===== config.mk =====
export PLATFORM = sky130hd
export DESIGN_NAME = ntc_adc_to_temperature
export DESIGN_NICKNAME = d
export VERILOG_FILES = /design/src/sv/ntc_pkg.sv /design/src/sv/ntc_ctrl.sv /design/src/sv/ntc_dp.sv /design/src/sv/ntc_adc_to_temperature.sv
export SDC_FILE = /design/constraint.sdc
export NUM_CORES = 1
export LEC_CHECK = 0
export BUFFER_PORTS_ARGS = -buffer_cell sky130_fd_sc_hd__clkbuf_2
export CAP_MARGIN = 10
export CORE_MARGIN = 2
export CORE_UTILIZATION = 45
export CTS_BUF_LIST = sky130_fd_sc_hd__clkbuf_4
export DETAILED_ROUTE_END_ITERATION = 6
export PLACE_DENSITY_LB_ADDON = 0.3
export SYNTH_ARGS = -nofsm -noshare
export SYNTH_HDL_FRONTEND = slang
export SYNTH_SLANG_ARGS = --single-unit

===== constraint.sdc =====
create_clock -name clk_i -period 8.7 [get_ports clk_i]
set_input_delay 0.435 -clock clk_i [delete_from_list [all_inputs] [get_ports clk_i]]
set_output_delay 0.435 -clock clk_i [all_outputs]
set_load 0.02 [all_outputs]

===== src/sv/ntc_pkg.sv =====
// shared types, constants and the resistance table for the ntc converter
// no dependencies
`timescale 1ns / 1ps

package ntc_pkg;

  localparam int unsigned CodeW  = 12;
  localparam int unsigned TempW  = 16;
  localparam int unsigned DvdW   = 27;
  localparam int unsigned DvsW   = 26;
  localparam int unsigned RthW   = 15;
  localparam int unsigned IdxW   = 7;
  localparam int unsigned RomLen = 98;
  localparam int unsigned FracW  = 8;
  localparam int unsigned CntW   = $clog2(DvdW + 1);

  localparam logic [DvdW-1:0] QNumer   = DvdW'(62060606);
  localparam logic [DvdW-1:0] RthNumer = DvdW'(100000000);
  localparam logic [DvsW-1:0] ROffset  = DvsW'(10000);
  localparam logic [CntW-1:0] DivSteps = CntW'(DvdW);
  localparam logic [IdxW-1:0] IdxLast  = IdxW'(RomLen - 1);

  localparam logic [RthW-1:0] NtcRom [RomLen] = '{
    15'd28017, 15'd26826, 15'd25697, 15'd24629, 15'd23618, 15'd22660, 15'd21752,
    15'd20892, 15'd20075, 15'd19299, 15'd18560, 15'd18482, 15'd18149, 15'd17632,
    15'd16992, 15'd16280, 15'd15535, 15'd14787, 15'd14055, 15'd13354, 15'd12690,
    15'd12068, 15'd11490, 15'd10954, 15'd10458, 15'd10000, 15'd9576,  15'd9184,
    15'd8819,  15'd8478,  15'd8160,  15'd7861,  15'd7579,  15'd7311,  15'd7056,
    15'd6813,  15'd6581,  15'd6357,  15'd6142,  15'd5934,  15'd5734,  15'd5541,
    15'd5353,  15'd5173,  15'd4998,  15'd4829,  15'd4665,  15'd4507,  15'd4355,
    15'd4208,  15'd4065,  15'd3927,  15'd3794,  15'd3664,  15'd3538,  15'd3415,
    15'd3294,  15'd3175,  15'd3058,  15'd2941,  15'd2825,  15'd2776,  15'd2718,
    15'd2652,  15'd2582,  15'd2508,  15'd2432,  15'd2356,  15'd2280,  15'd2207,
    15'd2135,  15'd2066,  15'd2000,  15'd1938,  15'd1879,  15'd1823,  15'd1770,
    15'd1720,  15'd1673,  15'd1628,  15'd1586,  15'd1546,  15'd1508,  15'd1471,
    15'd1435,  15'd1401,  15'd1367,  15'd1334,  15'd1301,  15'd1268,  15'd1236,
    15'd1204,  15'd1171,  15'd1139,  15'd1107,  15'd1074,  15'd1042,  15'd1010
  };

  function automatic logic [RthW-1:0] ntc_rom_at(input logic [IdxW-1:0] idx);
    logic [RthW-1:0] val;
    val = '0;
    if (idx <= IdxLast) begin
      val = NtcRom[idx];
    end
    return val;
  endfunction

  typedef enum logic [2:0] {
    S_IDLE,
    S_DIV_Q,
    S_DIV_RTH,
    S_SEARCH,
    S_DIV_FRAC,
    S_DONE
  } state_e;

  typedef enum logic [1:0] {
    OP_Q,
    OP_RTH,
    OP_FRAC
  } div_op_e;

  typedef struct packed {
    logic    load_in;
    logic    div_load;
    div_op_e div_op;
    logic    div_step;
    logic    search_init;
    logic    search_step;
    logic    load_out;
  } cmd_t;

  typedef struct packed {
    logic in_zero;
    logic div_done;
    logic search_done;
  } sts_t;

endpackage


===== src/sv/ntc_ctrl.sv =====
// sequencer for the ntc converter: handshakes and datapath commands
// depends on ntc_pkg
`timescale 1ns / 1ps

module ntc_ctrl import ntc_pkg::*; (
  input  logic clk_i,
  input  logic rst_ni,
  input  logic in_valid_i,
  output logic in_stall_o,
  output logic out_valid_o,
  input  logic out_stall_i,
  input  sts_t sts_i,
  output cmd_t cmd_o
);

  state_e state_q, state_d;
  logic   out_valid_q, out_valid_d;

  always_ff @(posedge clk_i or negedge rst_ni) begin
    if (!rst_ni) begin
      state_q     <= S_IDLE;
      out_valid_q <= 1'b0;
    end else begin
      state_q     <= state_d;
      out_valid_q <= out_valid_d;
    end
  end

  always_comb begin
    state_d = state_q;
    cmd_o   = '0;
    cmd_o.div_op = OP_Q;
    unique case (state_q)
      S_IDLE: begin
        if (in_valid_i) begin
          cmd_o.load_in  = 1'b1;
          cmd_o.div_load = 1'b1;
          cmd_o.div_op   = OP_Q;
          state_d = sts_i.in_zero ? S_DONE : S_DIV_Q;
        end
      end
      S_DIV_Q: begin
        if (sts_i.div_done) begin
          cmd_o.div_load = 1'b1;
          cmd_o.div_op   = OP_RTH;
          state_d = S_DIV_RTH;
        end else begin
          cmd_o.div_step = 1'b1;
        end
      end
      S_DIV_RTH: begin
        if (sts_i.div_done) begin
          cmd_o.search_init = 1'b1;
          state_d = S_SEARCH;
        end else begin
          cmd_o.div_step = 1'b1;
        end
      end
      S_SEARCH: begin
        if (sts_i.search_done) begin
          cmd_o.div_load = 1'b1;
          cmd_o.div_op   = OP_FRAC;
          state_d = S_DIV_FRAC;
        end else begin
          cmd_o.search_step = 1'b1;
        end
      end
      S_DIV_FRAC: begin
        if (sts_i.div_done) begin
          state_d = S_DONE;
        end else begin
          cmd_o.div_step = 1'b1;
        end
      end
      S_DONE: begin
        if (!out_valid_q || !out_stall_i) begin
          cmd_o.load_out = 1'b1;
          state_d = S_IDLE;
        end
      end
      default: state_d = S_IDLE;
    endcase
  end

  always_comb begin
    out_valid_d = out_valid_q && out_stall_i;
    if (cmd_o.load_out) begin
      out_valid_d = 1'b1;
    end
  end

  assign in_stall_o  = (state_q != S_IDLE);
  assign out_valid_o = out_valid_q;

endmodule


===== src/sv/ntc_dp.sv =====
// datapath for the ntc converter: shared restoring divider, table search,
// interpolation and result register; depends on ntc_pkg
`timescale 1ns / 1ps

module ntc_dp import ntc_pkg::*; (
  input  logic             clk_i,
  input  logic             rst_ni,
  input  logic [CodeW-1:0] adc_code_i,
  input  cmd_t             cmd_i,
  output sts_t             sts_o,
  output logic [TempW-1:0] temperature_q8_o,
  output logic             zero_code_error_o
);

  logic [CodeW-1:0] code_q;
  logic [DvdW-1:0]  dvd_q, dvd_d;
  logic [DvsW-1:0]  rem_q, dvs_q, dvs_d;
  logic [CntW-1:0]  cnt_q;
  logic [RthW-1:0]  rth_q;
  logic [IdxW-1:0]  lo_q, hi_q, probe;
  logic [TempW-1:0] res_q;
  logic             err_q;

  logic [DvdW-1:0]  trial, diff;
  logic             qbit;
  logic [DvsW-1:0]  q_res, r_div;
  logic [RthW-1:0]  rom_lo, rom_hi, num;
  logic [IdxW:0]    probe_sum;
  logic [TempW-1:0] interp;

  // divider step
  assign trial = {rem_q, dvd_q[DvdW-1]};
  assign diff  = trial - {1'b0, dvs_q};
  assign qbit  = (trial >= {1'b0, dvs_q});

  // operands for each division
  assign q_res  = dvd_q[DvsW-1:0];
  assign r_div  = (q_res > ROffset) ? (q_res - ROffset) : DvsW'(1);
  assign rom_lo = ntc_rom_at(lo_q);
  assign rom_hi = ntc_rom_at(hi_q);
  assign num    = (rom_lo >= rth_q) ? (rom_lo - rth_q) : '0;

  always_comb begin
    dvd_d = QNumer;
    dvs_d = DvsW'(adc_code_i);
    case (cmd_i.div_op)
      OP_Q: begin
        dvd_d = QNumer;
        dvs_d = DvsW'(adc_code_i);
      end
      OP_RTH: begin
        dvd_d = RthNumer;
        dvs_d = r_div;
      end
      OP_FRAC: begin
        dvd_d = DvdW'({num, {FracW{1'b0}}});
        dvs_d = DvsW'(rom_lo - rom_hi);
      end
      default: begin
        dvd_d = QNumer;
        dvs_d = DvsW'(adc_code_i);
      end
    endcase
  end

  assign probe_sum = {1'b0, lo_q} + {1'b0, hi_q};
  assign probe     = probe_sum[IdxW:1];
  assign interp    = TempW'({lo_q, {FracW{1'b0}}}) + dvd_q[TempW-1:0];

  always_ff @(posedge clk_i or negedge rst_ni) begin
    if (!rst_ni) begin
      cnt_q <= '0;
    end else if (cmd_i.div_load) begin
      cnt_q <= DivSteps;
    end else if (cmd_i.div_step) begin
      cnt_q <= cnt_q - CntW'(1);
    end
  end

  always_ff @(posedge clk_i) begin
    if (cmd_i.load_in) begin
      code_q <= adc_code_i;
    end
    if (cmd_i.div_load) begin
      dvd_q <= dvd_d;
      dvs_q <= dvs_d;
      rem_q <= '0;
    end else if (cmd_i.div_step) begin
      dvd_q <= {dvd_q[DvdW-2:0], qbit};
      rem_q <= qbit ? diff[DvsW-1:0] : trial[DvsW-1:0];
    end
    if (cmd_i.search_init) begin
      rth_q <= dvd_q[RthW-1:0];
      lo_q  <= '0;
      hi_q  <= IdxLast;
    end else if (cmd_i.search_step) begin
      if (ntc_rom_at(probe) < rth_q) begin
        hi_q <= probe;
      end else begin
        lo_q <= probe;
      end
    end
    if (cmd_i.load_out) begin
      err_q <= (code_q == '0);
      res_q <= (code_q == '0) ? '0 : interp;
    end
  end

  assign sts_o.in_zero     = (adc_code_i == '0);
  assign sts_o.div_done    = (cnt_q == '0);
  assign sts_o.search_done = ((hi_q - lo_q) <= IdxW'(1));

  assign temperature_q8_o  = res_q;
  assign zero_code_error_o = err_q;

  a_step_busy: assert property (@(posedge clk_i) disable iff (!rst_ni)
    cmd_i.div_step |-> cnt_q != '0)
    else $error("divider stepped with no iterations left");

  a_search_bracket: assert property (@(posedge clk_i) disable iff (!rst_ni)
    cmd_i.search_step |-> (ntc_rom_at(lo_q) >= rth_q) && (lo_q < hi_q))
    else $error("search interval lost its bracket");

  a_search_narrows: assert property (@(posedge clk_i) disable iff (!rst_ni)
    cmd_i.search_step |=> (hi_q - lo_q) < $past(hi_q - lo_q))
    else $error("search interval did not shrink");

endmodule


===== src/sv/ntc_adc_to_temperature.sv =====
// top level of the ntc adc to temperature converter
// depends on ntc_pkg, ntc_ctrl and ntc_dp
`timescale 1ns / 1ps

// One adc_code beat in gives one result beat out: temperature_q8 in table
// degrees with 8 fraction bits, or zero_code_error set with temperature 0 for
// a code of zero. A conversion uses one shared bit-serial divider that runs
// three 27-step divisions (divider quotient, resistance, interpolation
// fraction) plus a binary search of up to 7 steps over the 98-entry
// resistance table. A code of zero skips the divisions and the search. One
// conversion runs at a time; the next input beat is taken while a finished
// result still waits in the output register.

module ntc_adc_to_temperature import ntc_pkg::*; (
  input  logic             clk_i,
  input  logic             rst_ni,
  input  logic             in_valid_i,
  output logic             in_stall_o,
  input  logic [CodeW-1:0] adc_code_i,
  output logic             out_valid_o,
  input  logic             out_stall_i,
  output logic [TempW-1:0] temperature_q8_o,
  output logic             zero_code_error_o
);

  cmd_t cmd;
  sts_t sts;

  ntc_ctrl u_ctrl (
    .clk_i       (clk_i),
    .rst_ni      (rst_ni),
    .in_valid_i  (in_valid_i),
    .in_stall_o  (in_stall_o),
    .out_valid_o (out_valid_o),
    .out_stall_i (out_stall_i),
    .sts_i       (sts),
    .cmd_o       (cmd)
  );

  ntc_dp u_dp (
    .clk_i             (clk_i),
    .rst_ni            (rst_ni),
    .adc_code_i        (adc_code_i),
    .cmd_i             (cmd),
    .sts_o             (sts),
    .temperature_q8_o  (temperature_q8_o),
    .zero_code_error_o (zero_code_error_o)
  );

endmodule

# After elaboration in Yosys (flattened, before gate mapping)
# Memories as Yosys holds them, arrays and structs flattened.
# Cells that the tools add are included.
[word_totals]
word_cells = 107
mem_count = 3
romBits = 5760
inputBits = 16
output_inout_bits = 19
ff_bits = 146
[op_classes]
n_bitwise = 4
mux = 42
n_addsub = 8
n_reduce_logical = 14
n_lt_le_gt_ge = 11
eq_ne = 13
[mem_list]
columns = ["memory", "words", "word_bits", "rd", "rd_clocked_by_memory_dff", "wr", "line", "rtl"]
rows = [
  ["(name not given)", 128, 15, 1, 0, 0, "ntc_pkg.sv:44", "val = NtcRom[idx];"],
  ["(name not given)", 128, 15, 1, 0, 0, "ntc_pkg.sv:44", ""],
  ["(name not given)", 128, 15, 1, 0, 0, "ntc_pkg.sv:44", ""],
]
[op_table]
columns = ["operator", "count"]
rows = [
  ["two-way mux 15 bit", 12],
  ["two-way mux 27 bit", 2],
  ["case mux 27 bit (2 select lines)", 1],
  ["two-way mux 26 bit", 2],
  ["case mux 26 bit (2 select lines)", 1],
  [">= comparator 27 x 26 -> 1 bit", 1],
  ["two-way mux 3 bit", 9],
  ["> comparator 26 x 14 -> 1 bit (second input constant)", 1],
  ["subtractor 26 x 14 -> 26 bit (second input constant)", 1],
  ["subtractor 26 bit", 1],
  [">= comparator 8 bit (second input constant)", 3],
  ["zero test 12 bit", 2],
  ["NOT 7 -> 8 bit", 3],
  ["less-or-equal comparator 7 bit (second input constant)", 3],
  ["case mux 3 bit (6 select lines)", 1],
  ["adder 15 x 16 -> 16 bit", 1],
  ["subtractor 15 x 15 -> 16 bit", 1],
  [">= comparator 15 bit", 1],
  ["< comparator 15 bit", 1],
  ["subtractor 15 bit", 1],
  ["two-way mux 1 bit", 10],
  ["two-way mux 5 bit", 2],
  ["inequality test 2 bit (second input constant)", 5],
  ["case mux 3 bit (3 select lines)", 1],
  ["other kinds (22)", 26],
]

# Logic depth before layout (Yosys ltp)
[depth]
depth_word = 11
ltp_mapped = 32
depth_no_buf = 27

# Hierarchy
# Synthesis repeated with hierarchy kept, for this count alone.
[unflattened]
hier_cells = 2149
area_unflattened_um2 = 16475.8
[modules_own_cells]
columns = ["mod", "seq_area_each_um2", "cells_each", "instances", "area_each_um2"]
rows = [
  ["ntc_dp", 3838.7, 2102, 1, 16107.9],
  ["ntc_ctrl", 100.1, 47, 1, 367.9],
]

# Least setup slack after synthesis
# No wires, ideal clock.
[synth_timing]
path_type = "flip-flop to flip-flop"
start = "register u_dp.lo_q[1]"
end = "register u_dp.lo_q[0]"
path_buffers = 5
setup_ns = 0.091
arrival_time_ns = 5.746
path_slack_ns = 2.863
required_ns = 8.609
synth_period_minus_slack_ns = 5.837
path_stages_with_launch = 31
cell_sequence = "dfxtp_1 -> clkbuf_1 -> inv_1 -> ha_1 -> nand2b_1 -> a21oi_1 -> nor3_1 -> nor2_1 -> buf_2 -> buf_1 -> clkbuf_1 -> ha_1 -> o21ai_0 -> a21o_1 -> or2_2 -> nor2_1 -> a311oi_1 -> a31oi_1 -> ha_1 -> nor2b_1 -> o21ai_0 -> nand2b_1 -> a21oi_1 -> nor2b_1 -> o21ai_0 -> nand2b_1 -> a21o_1 -> a21o_1 -> and2_1 -> buf_2 -> o31ai_1"
[synth_via]
elab_chain_cells = 11
word_cells_on_any_way = 16
classes_between = "2 x add/sub; 3 x order compare; 7 x mux; 2 x bitwise; 1 x reduce/logical; 1 x memory"
[synth_lines]
columns = ["element", "line", "rtl"]
rows = [
  ["start, declared", "ntc_dp.sv:20", "logic [IdxW-1:0] lo_q, hi_q, probe;"],
  ["start signal, assigned", "ntc_dp.sv:100", "lo_q <= probe;"],
  ["adder 7 x 7 -> 8 bit", "ntc_dp.sv:66", "assign probe_sum = {1'b0, lo_q} + {1'b0, hi_q};"],
  ["NOT 7 -> 8 bit (implied by the code)", "ntc_pkg.sv:44", ""],
  ["memory read (128 x 15 bit)", "-", ""],
  ["two-way mux 15 bit (implied by the code) (2 in a row)", "ntc_pkg.sv:44", ""],
  ["two-way mux 15 bit", "ntc_pkg.sv:43", "if (idx <= IdxLast) begin"],
  ["two-way mux 15 bit", "ntc_dp.sv:96", "end else if (cmd_i.search_step) begin"],
  ["two-way mux 15 bit", "ntc_dp.sv:92", "if (cmd_i.search_init) begin"],
  ["< comparator 15 bit", "ntc_dp.sv:97", "if (ntc_rom_at(probe) < rth_q) begin"],
  ["NOT 1 bit (no line)", "-", ""],
  ["AND reduction 2 bit (no line)", "-", ""],
]
# Parallel ways exist; a longest one is shown, timed or not. The select of a mux whose other input is x is not followed.
# A chain may end at the register's enable or synchronous reset.

# Worst setup path in the final report
[layout_timing]
start = "register u_dp.lo_q[3]"
end = "register u_dp.lo_q[3]"
# Same word-level chain as after synthesis.

==> run metrics <==
status=finished, final reports clean; number of synthesized flops with an enable pin=97; clk buf depth=2; remaining routing DRC violations=0; sequential standard cell area=0.00395 mm2; Primary FF master, synth=edfxtp_1; Final setup viols=0; synthesized cell area=0.0162 mm2; via count of the first global-routing pass=14600; fraction of registers with async set/reset=6.16%; DRT Pass-1 Iters=6; Hold Crit Class=input port to flop; DRT antenna net count=0; post-synth cell types=107; antenna violations before repair=1; post-DP HPWL=36000 um; setup tns final=0 ns; root buffer cell=clkbuf_4; utilization after layout=47.5%; Pleak=0.00658 uW; Core Region=0.0355 mm2; clk sinks=146; die width=194 um; Synth top area share=18.0%; #FFs+latches synth=146; most common cell after layout, fill and taps aside=nand2_1; crit-path max FO=83; CP arrival=7.12 ns; CTS tree=built; fin crit share=76.2%; syn nets=2206; footprint of the multi-input gates=0.0112 mm2; placed insts=2435; H-Tree Depth=4; Port-buffer cells=34; Warnings, synthesis=0; final std cells w/o fill=2469; # IOs=35; die area=0.0375 mm2; Worst Path Required=9.19 ns; Synth Area in Simple Gates=19.4%; DR vias=16100; post-synthesis mux area share=4.36%; Hold Violations, Final=0; largest family of logic cells by synthesized area=compound AO/OA/AOI/OAI gates; Slew headroom=21.2%; Cell Rows=69; sw frac=40.7%; Clock transition at path regs=0.13 ns; share of layout cells above drive strength 1=8.77%; register area share after synthesis=24.3%; Post-Synth XOR/XNOR Area=4.80%; Clock Power Share=15.8%; max-cap viol count=0; Num CTS Buffers=17; Avg Cell Area, Syn=7.87 um2; Initial Util=45.7%; Filler Cell Count=3506; clock latency on the worst-skew pair=0.58 ns; Psw=1200 uW; vias per std cell=6.50; RSZ-0062 raised after global routing=no; Internal Power=1750 uW; largest net degree at the start of global routing=84; die height=194 um; Final Skew=0.0299 ns; gr ovfl total=0; min cycle time layout=6.63 ns; Reg power frac=39.7%; Tot GR Track Use=26.3%; Mapped Cells=2058; Layout Nets=2142; DR iter-0 viols=2110; crit start category=flop; Worst-Margin Slew=1.18 ns; most frequent cells in the layout=nand2_1, a21oi_1, nor2_1, o21ai_0, ha_1; Synth Area in Adders=11.0%; CP endpoint kind=flop; DR WL/cell=20.5 um; Synth Area in Compound Gates=29.3%; max-slew violation count=0; hold slack=0.0748 ns; routability congestion estimate=0.992; maximum ir drop on the vdd rail=0.000168 V; WL final=50600 um; first-pass GRT wire length=81100 um; WS Path Type=flop to flop; PwrDens=175 mW/mm2; Yosys top cell by area=edfxtp_1; P&R area growth vs syn=4.04%; Comb power frac=44.5%; largest cells by area after synthesis=edfxtp_1, ha_1, a21oi_1; Achievable Freq=151 MHz; CTS resizes=0
[worst max-delay path, cell delays in order, from the launching register on]
cell	delay, ns
dfxtp_2	0.33
buf_4	0.61
inv_1	0.49
ha_1	0.55
inv_1	0.13
o21a_1	0.15
o211ai_1	0.80
buf_4	0.39
nand2_1	0.15
a21o_1	0.23
or2_2	0.29
nor2_1	0.13
a311oi_1	0.07
a31oi_1	0.19
ha_1	0.26
nor2b_1	0.13
o21ai_0	0.18
nand2b_1	0.08
a21oi_1	0.15
nor2b_1	0.05
o21ai_0	0.16
nand2b_1	0.08
a21o_1	0.19
a21o_1	0.24
and2_1	0.27
o31ai_1	0.22
[logic make-up after synthesis]
group	Yosys count
compound gates	700
simple gates	655
buf+inv	265
flops	146
fa+ha+maj	141
xor+xnor	88
mux	63
[worst paths after layout]
path	cells after the start	slack, ns	endpoint	startpoint
max	25	2.07	u_dp.lo_q[3]	u_dp.lo_q[3]
min	1	0.07	u_dp.code_q[10]	adc_code_i[10]
max reg2reg	25	2.07	u_dp.lo_q[3]	u_dp.lo_q[3]
min reg2reg	2	0.49	u_dp.rem_q[17]	u_dp.rem_q[17]
max in group asynchronous	2	8.20	u_dp.cnt_q[1]	rst_ni
min in group asynchronous	2	0.29	u_ctrl.out_valid_o	rst_ni
[cells in the mapped netlist (all sizes together) (10+ instances only)]
cell,instances
nand2,209
mux2i,50
nor4,19
buf,52
nor2b,36
dfxtp,40
a21oi,171
nand3,47
a221oi,12
nor3,45
nand4,17
o22ai,20
and2,22
a211oi,36
xnor2,60
a31oi,31
a22oi,12
o31ai,20
a2111oi,10
nor2,164
o311ai,14
o211ai,38
xor2,28
edfxtp,97
o21ai,165
a311oi,18
o221ai,23
o21bai,10
inv,118
nand2b,39
o2111ai,11
or3,13
ha,128
clkbuf,94
o21a,12
a21o,31
[per-stage QoR]
step	total power [uW]	area [um2]	setup WS, ns
floorplan	2150	16200	2.86
global placement	2440	16500	2.39
detailed placement	2480	16500	2.24
CTS	2950	16900	2.21
global route	3170	16900	1.55
finish	2950	16900	2.07
[flip-flops by register name, indices dropped and copies added, names as in the netlist]
| register | flops |
|---|---|
| u_dp.cnt_q | 5 |
| u_ctrl.out_valid_o | 1 |
| u_dp.code_q | 12 |
| u_dp.hi_q | 7 |
| u_dp.lo_q | 7 |
| u_dp.rth_q | 15 |
| u_dp.dvd_q | 27 |
| u_dp.rem_q | 26 |
| u_dp.dvs_q | 26 |
| u_dp.zero_code_error_o | 1 |
| u_ctrl.state_q | 3 |
| u_dp.temperature_q8_o | 16 |
[metal layers]
layer | wire [um] | vias to the layer above | GRT usage, %
met3 | 4060 | 149 | 3.43
met1 | 22100 | 7608 | 36.9
li1 | - | 7486 | -
met2 | 22700 | 817 | 41.1
met4 | 1850 | 0 | 10.0
met5 | 0 | - | 0
[final cells by class]
class,instances,area share (%)
flip-flops and latches,146,23.4
repair buffers,63,2.32
diodes,1,0.0148
clock buffers,19,0.846
inverters,119,2.65
well taps,461,3.42
clock inverters,13,0.958
multi-input cells,1647,66.4
[power groups by stage]
| stage | logic [uW] | clock network (uW) | registers [uW] |
|---|---|---|---|
| after floorplan | 1040 | 0 | 1110 |
| after CTS | 1310 | 473 | 1170 |
| after global placement | 1260 | 0 | 1180 |
| after detailed placement | 1300 | 0 | 1180 |
| final | 1310 | 465 | 1170 |
| after global routing | 1470 | 503 | 1190 |
[what timing repair did]
action | in CTS | in global routing
buffers inserted | 0 | 0
hold endpoints to repair | 9 | 0
hold buffers | 1 | 0
Power figures use the tool's default switching activity.
